--- src/rtl/ecpr_pkg.sv ---
// Shared constants, types and helpers of the enhanced clock page replacer.
package ecpr_pkg;

	localparam int NUM_FRAMES = 16;
	localparam int NUM_PAGES  = 256;
	localparam int PAGE_SHIFT = 4;
	localparam int COORD_W    = 8;
	localparam int FRAME_W    = $clog2(NUM_FRAMES);
	localparam int PAGE_W     = $clog2(NUM_PAGES);
	localparam int CNT_W      = 32;

	typedef logic [FRAME_W-1:0] frame_t;
	typedef logic [PAGE_W-1:0]  page_t;
	typedef logic [CNT_W-1:0]   cnt_t;

	// One page table entry.
	typedef struct packed {
		logic   valid;
		frame_t frame;
	} slot_t;

	// Controller to datapath commands.
	typedef struct packed {
		logic accept;
		logic hit_done;
		logic sweep;
		logic evict;
		logic install;
	} cmd_t;

	// Datapath to controller status.
	typedef struct packed {
		logic hit;
		logic stop;
		logic out_busy;
	} sts_t;

	// Page table contents after reset: page i sits in frame i for the first frames.
	function automatic slot_t reset_slot(page_t p);
		slot_t s;
		s.valid = (int'(p) < NUM_FRAMES);
		s.frame = frame_t'(p);
		return s;
	endfunction

	function automatic frame_t next_frame(frame_t f);
		return (int'(f) == NUM_FRAMES - 1) ? '0 : frame_t'(f + 1'b1);
	endfunction

	function automatic cnt_t sat_inc(cnt_t c);
		return (c == '1) ? c : cnt_t'(c + 1'b1);
	endfunction

endpackage

--- src/rtl/ecpr_ctrl.sv ---
// Controller state machine: lookup, clock sweep, eviction and install sequencing.
module ecpr_ctrl import ecpr_pkg::*; (
	input  logic clk,
	input  logic arst_n,
	input  logic in_valid,
	output logic in_ready,
	input  sts_t sts,
	output cmd_t cmd
);

	localparam logic [2:0] ST_IDLE    = 3'd0;
	localparam logic [2:0] ST_LOOK    = 3'd1;
	localparam logic [2:0] ST_SWEEP   = 3'd2;
	localparam logic [2:0] ST_EVICT   = 3'd3;
	localparam logic [2:0] ST_INSTALL = 3'd4;

	logic [2:0] state_q;
	logic [2:0] state_d;

	assign in_ready = (state_q == ST_IDLE);

	always_comb begin
		state_d = state_q;
		cmd     = '0;
		case (state_q)
			ST_IDLE: begin
				if (in_valid) begin
					cmd.accept = 1'b1;
					state_d    = ST_LOOK;
				end
			end
			ST_LOOK: begin
				if (!sts.hit) begin
					state_d = ST_SWEEP;
				end else if (!sts.out_busy) begin
					cmd.hit_done = 1'b1;
					state_d      = ST_IDLE;
				end
			end
			ST_SWEEP: begin
				cmd.sweep = 1'b1;
				if (sts.stop) begin
					state_d = ST_EVICT;
				end
			end
			ST_EVICT: begin
				cmd.evict = 1'b1;
				state_d   = ST_INSTALL;
			end
			ST_INSTALL: begin
				if (!sts.out_busy) begin
					cmd.install = 1'b1;
					state_d     = ST_IDLE;
				end
			end
			default: begin
				state_d = ST_IDLE;
			end
		endcase
	end

	always_ff @(posedge clk or negedge arst_n) begin
		if (!arst_n) begin
			state_q <= ST_IDLE;
		end else begin
			state_q <= state_d;
		end
	end

endmodule

--- src/rtl/ecpr_dp.sv ---
// Datapath: page table memory, frame bits, clock hand, counters and result register.
module ecpr_dp import ecpr_pkg::*; (
	input  logic                clk,
	input  logic                arst_n,
	input  cmd_t                cmd,
	output sts_t                sts,
	input  logic                req_type,
	input  logic [COORD_W-1:0]  x_coord,
	input  logic [COORD_W-1:0]  y_coord,
	output logic                out_valid,
	input  logic                out_ready,
	output logic                was_hit,
	output logic [FRAME_W-1:0]  frame_index,
	output logic [PAGE_W-1:0]   evicted_page,
	output logic [CNT_W-1:0]    hit_total,
	output logic [CNT_W-1:0]    miss_total
);

	slot_t                slot_mem [NUM_PAGES];
	logic [NUM_PAGES-1:0] written_q;
	slot_t                rdata_q;

	page_t                frame_page_q [NUM_FRAMES];
	logic [NUM_FRAMES-1:0] ref_q;
	logic [NUM_FRAMES-1:0] mod_q;
	frame_t               hand_q;
	cnt_t                 hit_cnt_q;
	cnt_t                 miss_cnt_q;

	page_t                page_q;
	logic                 wr_q;
	page_t                old_q;

	page_t                in_page;
	page_t                rd_addr;
	logic                 rd_en;
	slot_t                look_slot;
	slot_t                old_slot;
	logic                 mem_we;
	page_t                mem_waddr;
	slot_t                mem_wdata;
	logic                 hand_r;
	logic                 hand_m;
	cnt_t                 hit_cnt_inc;
	cnt_t                 miss_cnt_inc;

	assign in_page = page_t'({y_coord[COORD_W-1:PAGE_SHIFT], x_coord[COORD_W-1:PAGE_SHIFT]});

	// Entries never written since reset read as their reset mapping.
	assign look_slot = written_q[page_q] ? rdata_q : reset_slot(page_q);
	assign old_slot  = written_q[old_q]  ? rdata_q : reset_slot(old_q);

	assign hand_r = ref_q[hand_q];
	assign hand_m = mod_q[hand_q];

	assign sts.hit      = look_slot.valid;
	assign sts.stop     = !hand_r && !hand_m;
	assign sts.out_busy = out_valid && !out_ready;

	assign hit_cnt_inc  = sat_inc(hit_cnt_q);
	assign miss_cnt_inc = sat_inc(miss_cnt_q);

	// Single read port: lookup on accept, victim's old page when the sweep stops.
	assign rd_en   = cmd.accept || (cmd.sweep && sts.stop);
	assign rd_addr = cmd.accept ? in_page : frame_page_q[hand_q];

	always_comb begin
		mem_we          = 1'b0;
		mem_waddr       = page_q;
		mem_wdata.valid = 1'b1;
		mem_wdata.frame = hand_q;
		if (cmd.evict) begin
			// drop the old mapping only if it still points at this frame
			mem_we          = old_slot.valid && (old_slot.frame == hand_q);
			mem_waddr       = old_q;
			mem_wdata.valid = 1'b0;
		end else if (cmd.install) begin
			mem_we = 1'b1;
		end
	end

	always_ff @(posedge clk) begin
		if (mem_we) begin
			slot_mem[mem_waddr] <= mem_wdata;
		end
		if (rd_en) begin
			rdata_q <= slot_mem[rd_addr];
		end
	end

	always_ff @(posedge clk or negedge arst_n) begin
		if (!arst_n) begin
			written_q <= '0;
		end else if (mem_we) begin
			written_q[mem_waddr] <= 1'b1;
		end
	end

	always_ff @(posedge clk) begin
		if (cmd.accept) begin
			page_q <= in_page;
			wr_q   <= req_type;
		end
		if (cmd.sweep && sts.stop) begin
			old_q <= frame_page_q[hand_q];
		end
	end

	always_ff @(posedge clk or negedge arst_n) begin
		if (!arst_n) begin
			for (int i = 0; i < NUM_FRAMES; i++) begin
				frame_page_q[i] <= page_t'(i);
			end
			ref_q        <= '0;
			mod_q        <= '0;
			hand_q       <= '0;
			hit_cnt_q    <= '0;
			miss_cnt_q   <= '0;
			out_valid    <= 1'b0;
			was_hit      <= 1'b0;
			frame_index  <= '0;
			evicted_page <= '0;
			hit_total    <= '0;
			miss_total   <= '0;
		end else begin
			if (cmd.hit_done || cmd.install) begin
				out_valid <= 1'b1;
			end else if (out_valid && out_ready) begin
				out_valid <= 1'b0;
			end
			if (cmd.hit_done) begin
				ref_q[look_slot.frame] <= 1'b1;
				if (wr_q) begin
					mod_q[look_slot.frame] <= 1'b1;
				end
				hit_cnt_q    <= hit_cnt_inc;
				was_hit      <= 1'b1;
				frame_index  <= look_slot.frame;
				evicted_page <= '0;
				hit_total    <= hit_cnt_inc;
				miss_total   <= miss_cnt_q;
			end
			if (cmd.sweep && !sts.stop) begin
				// 11 -> 01, 10 or 01 -> 00
				ref_q[hand_q] <= 1'b0;
				mod_q[hand_q] <= hand_r && hand_m;
				hand_q        <= next_frame(hand_q);
			end
			if (cmd.install) begin
				frame_page_q[hand_q] <= page_q;
				ref_q[hand_q]        <= 1'b1;
				mod_q[hand_q]        <= wr_q;
				hand_q               <= next_frame(hand_q);
				miss_cnt_q           <= miss_cnt_inc;
				was_hit              <= 1'b0;
				frame_index          <= hand_q;
				evicted_page         <= old_q;
				hit_total            <= hit_cnt_q;
				miss_total           <= miss_cnt_inc;
			end
		end
	end

endmodule

--- src/rtl/enhanced_clock_page_replacer_core.sv ---
// Hit: accept, then page table lookup. Miss: accept, lookup, a sweep passing over k = 0..32
// frames as the clock hand examines one frame per cycle, then evict and install.
// Results sit in an output register; a new word is taken while a result waits.
// Reset (arst_n, asynchronous, active low) restores the frame table, clears all
// bits, hand and counters at once; per-page written flags make the page table read
// as its reset mapping, so there is no clearing pass.
module enhanced_clock_page_replacer_core import ecpr_pkg::*; (
	input  logic               clk,
	input  logic               arst_n,
	input  logic               in_valid,
	output logic               in_ready,
	input  logic               req_type,
	input  logic [COORD_W-1:0] x_coord,
	input  logic [COORD_W-1:0] y_coord,
	output logic               out_valid,
	input  logic               out_ready,
	output logic               was_hit,
	output logic [FRAME_W-1:0] frame_index,
	output logic [PAGE_W-1:0]  evicted_page,
	output logic [CNT_W-1:0]   hit_total,
	output logic [CNT_W-1:0]   miss_total
);

	cmd_t cmd;
	sts_t sts;

	ecpr_ctrl u_ctrl (
		.clk      (clk),
		.arst_n   (arst_n),
		.in_valid (in_valid),
		.in_ready (in_ready),
		.sts      (sts),
		.cmd      (cmd)
	);

	ecpr_dp u_dp (
		.clk          (clk),
		.arst_n       (arst_n),
		.cmd          (cmd),
		.sts          (sts),
		.req_type     (req_type),
		.x_coord      (x_coord),
		.y_coord      (y_coord),
		.out_valid    (out_valid),
		.out_ready    (out_ready),
		.was_hit      (was_hit),
		.frame_index  (frame_index),
		.evicted_page (evicted_page),
		.hit_total    (hit_total),
		.miss_total   (miss_total)
	);

endmodule

--- config.mk ---
export PLATFORM = sky130hd
export DESIGN_NAME = enhanced_clock_page_replacer_core
export DESIGN_NICKNAME = d
export VERILOG_FILES = /design/src/rtl/ecpr_pkg.sv /design/src/rtl/ecpr_ctrl.sv /design/src/rtl/ecpr_dp.sv /design/src/rtl/enhanced_clock_page_replacer_core.sv
export SDC_FILE = /design/constraint.sdc
export NUM_CORES = 2
export LEC_CHECK = 0
export ABC_AREA = 1
export ABC_CLOCK_PERIOD_IN_PS = 13800
export BUFFER_PORTS_ARGS = -buffer_cell sky130_fd_sc_hd__buf_2
export CAP_MARGIN = 20
export CORE_AREA = 2 2 272 542
export DETAILED_ROUTE_END_ITERATION = 12
export DIE_AREA = 0 0 274 544
export HOLD_SLACK_MARGIN = 0.08
export PLACE_DENSITY = 0.76
export SLEW_MARGIN = 25
export SYNTH_ARGS = -nofsm -noshare
export SYNTH_HDL_FRONTEND = slang
export SYNTH_SLANG_ARGS = --single-unit
--- constraint.sdc ---
create_clock -name clk -period 13.8 [get_ports clk]
set_clock_uncertainty 0.2 [all_clocks]
set_input_delay 0.69 -clock clk [delete_from_list [all_inputs] [get_ports clk]]
set_output_delay 0.69 -clock clk [all_outputs]
set_load 0.005 [all_outputs]
==> results_dict.tcl <==
set metrics [dict create \
    outcome "complete, no violations" \
    crit_path_cell_trace "buf_4, inv_2, buf_4, a21oi_1, o21ai_0, nand3_1, nand2_1, nand2_1, nand3_1, nand3_1, nand2_1, nand3_4, nand2_4, nand2_1, nand3_1, nand3_1, nor2_1, nand2_1, nand2_8, buf_4, buf_4, nand2_1, inv_1" \
    num_rows 198 \
    wirelength_um 254000 \
    place_hpwl_um 154000 \
    design.die.area_sq_um 149000 \
    die_w_um 274 \
    power_density_nw_per_um2 240 \
    path_delay_family "buffers and inverters" \
    yosys.area.top_type "edfxtp_1" \
    drtIter0Drc 8110 \
    antenna_left 0 \
    grt_pass1_wl_um 379000 \
    critPathRequiredTime_ns 14.10 \
    min_period_over_period 0.560 \
    first_global_vias 66400 \
    tns_ns 0 \
    critPathSlowestCell "buf_4" \
    rrSetupSlack_ns 6.07 \
    synth_area_leaders "edfxtp_1 45%, dfrtp_1 15%, nand2_1 13%" \
    grt.overflow.total 0 \
    finalHoldViolCount 0 \
    worstReg2RegEnd "u_dp.slot_mem[17][4]$_DFFE_PP_" \
    synthCells 9466 \
    synth_compound_gate_area_share 0.0650 \
    cp_common_cell "nand2_1" \
    route.detailed.drc 0 \
    clk_pin_slew_ns 0.07 \
    setup_viol 0 \
    track_usage 0.340 \
    synth_nets 9493 \
    drt_pre_antenna_iters 8 \
    rr_worst_depth 23 \
    crit_buf_inv 6 \
    ios 100 \
    post_cts_resize_count 0 \
    nNetsFinal 9320 \
    timing.critical_path.from "u_dp.old_q[1]$_DFFE_PP_" \
    start_util 0.595 \
    yosysMostFrequentCell "nand2_1" \
    muxShareOfSynthArea 0 \
    maxSlewHeadroom 0.214 \
    synth_warnings 0 \
    synth-main-ff-cell "edfxtp_1" \
    async_reset_ff_frac 0.303 \
    cts.path.max_buffers 4 \
    cp_max_fo 97 \
    drive_gt1_frac 0.0578 \
    wl_per_cell_um 22.4 \
    ir_drop_mv 0.301 \
    grt_max_degree 241 \
    crit_path_end_kind "flip-flop" \
    synthAdderAreaFrac 0.000869 \
    ctsHtreeMaxLevel 4 \
    syn_area_per_cell_sq_um 9.13 \
    vias_per_cell 5.91 \
    cap_viol_max_count 0 \
    synth_edf_count 1302 \
    postCtsSetupRepairBufs 0 \
    yosysTopAreaCellShare 0.453 \
    vias 66900 \
    fp.dieH_um 544 \
    reg2reg_from "u_dp.old_q[1]$_DFFE_PP_" \
    yosys.area_share.simple 0.224 \
    ys_types 42 \
    start_kind "flip-flop" \
    port_buffers 91 \
    p_leak_uw 0.0412 \
    coreArea_sq_um 145000 \
    ys_seq_elements 1867 \
    ys_seq_area_frac 0.617 \
    numClockSinks 1867 \
    worst_hold_path_type "in2async" \
    synthTopCellsByCount "2,928 x nand2_1, 1,338 x inv_1, 1,302 x edfxtp_1" \
    syn_area_sq_um 86400 \
    cts_tree "built" \
    criticalPathCategory "reg2reg" \
    cts_root_buf "clkbuf_16" \
    areaGrowthSynthToFinish_pct 7.82 \
    critPathMaxStageDelay_ns 0.94 \
    fin_crit_ns 7.73 \
    hold_ws_ns 0.195 \
    cp.arrival_ns 8.02 \
    worstMarginPinSlew_ns 1.18 \
    antenna_found_initial 7 \
    cts_inserted_buffers 159 \
    synth_top_family_by_area "simple AND/OR/NAND/NOR gates" \
    drv_slew 0 \
    fmax_ghz 0.129 \
    clock_latency_ns 0.83 \
    rsz0062_at_grt "no" \
    gp_congestion 0.945 \
    synth_xor_area_frac 0.00466 \
]
-- kinds of logic after synthesis --
kind of cell,Yosys count
AO/OA/AOI/OAI,930
flip-flops,1867
buffers and inverters,1920
adder cells (fa/ha/maj),6
AND/OR/NAND/NOR,4697
XOR/XNOR,46
-- worst reg2reg max path, cell delays in order, from the launching register on --
cell,delay [ns]
edfxtp_1,0.36
buf_4,0.26
inv_2,0.63
buf_4,0.88
a21oi_1,0.10
o21ai_0,0.13
nand3_1,0.12
nand2_1,0.14
nand2_1,0.07
nand3_1,0.12
nand3_1,0.25
nand2_1,0.22
nand3_4,0.13
nand2_4,0.14
nand2_1,0.08
nand3_1,0.07
nand3_1,0.09
nor2_1,0.11
nand2_1,0.15
nand2_8,0.46
buf_4,0.95
buf_4,0.91
nand2_1,0.55
inv_1,0.30
-- area by class of cell --
cell class,count,area (sq um)
flip-flops and latches,1867,53300
multi-input cells,5679,25500
diodes,8,20.0
repair buffers,201,1460
clock buffers,212,4440
fillers,11500,52000
well taps,1900,2380
clock inverters,71,803
inverters,1385,5220
-- sequential cells by signal, indices dropped and copies added (netlist names), 5 cells and up --
name / count
u_dp.written_q: 256
u_dp.slot_mem: 1280
u_dp.miss_cnt_q: 32
u_dp.miss_total: 32
u_dp.hit_cnt_q: 32
u_dp.evicted_page: 8
u_dp.page_q: 8
u_dp.frame_page_q: 128
u_dp.mod_q: 16
u_dp.hit_total: 32
u_dp.old_q: 8
u_dp.rdata_q: 5
u_dp.ref_q: 16
-- routing by layer --
| metal | wire, um | up-vias | track usage | share of wire |
|---|---|---|---|---|
| met5 | 23 | - | 0 | 0.000090 |
| met4 | 24200 | 4 | 0.287 | 0.095 |
| met3 | 24600 | 1200 | 0.0671 | 0.097 |
| met2 | 124000 | 3835 | 0.576 | 0.49 |
| met1 | 81600 | 31500 | 0.366 | 0.32 |
| li1 | - | 30400 | - | - |
-- stage by stage --
| step | instances | area (sq um) | power [uW] | setup slack (ns) | util |
|---|---|---|---|---|---|
| floorplan | 9466 | 86400 | 14000 | 6.95 | - |
| global placement | 11000 | 87700 | 17300 | 6.59 | 0.604 |
| detailed placement | 11000 | 87700 | 17500 | 6.51 | 0.604 |
| CTS | 11300 | 93100 | 22000 | 6.49 | 0.641 |
| global route | 11300 | 93100 | 23300 | 6.02 | 0.642 |
| finish | 11300 | 93100 | 22300 | 6.07 | 0.642 |
-- power by group --
group          total (uW)  internal [uW]  leakage (uW)  switching [uW]
clock                4620           2590       0.00254            2030
combinational       10600           2630        0.0211            7970
sequential           7130           6840        0.0176             290
-- worst max-delay path by stage --
stage	depth (start not counted)	slack, ns	endpoint
CTS	23	6.49	u_dp.slot_mem[17][4]$_DFFE_PP_
detailed placement	23	6.51	u_dp.slot_mem[17][1]$_DFFE_PP_
global placement	23	6.59	u_dp.slot_mem[17][0]$_DFFE_PP_
global route	23	6.02	u_dp.slot_mem[17][4]$_DFFE_PP_
floorplan	13	6.95	u_dp.slot_mem[27][0]$_DFFE_PP_
finish	23	6.07	u_dp.slot_mem[17][4]$_DFFE_PP_
-- placed cells by master, fill, tap and decap left out, types with 86 or more instances in the layout --
master / netlist / final
a21oi_1: 136 / 136
buf_2: 198 / 90
buf_4: 46 / 86
clkbuf_16: 0 / 165
dfrtp_1: 533 / 529
edfxtp_1: 1302 / 1302
inv_1: 1338 / 1320
nand2_1: 2928 / 2926
nand3_1: 1170 / 1170
nor2_1: 495 / 493
o211ai_1: 356 / 356
o21ai_0: 378 / 376
-- repair_timing --
| item | 4_1_cts | 5_1_grt |
|---|---|---|
| endpoints found under the setup margin | 0 | 0 |
| endpoints found under the hold margin | 74 | 0 |
| hold buffers | 12 | 0 |
No activity file was read; power rests on OpenSTA's default activity.
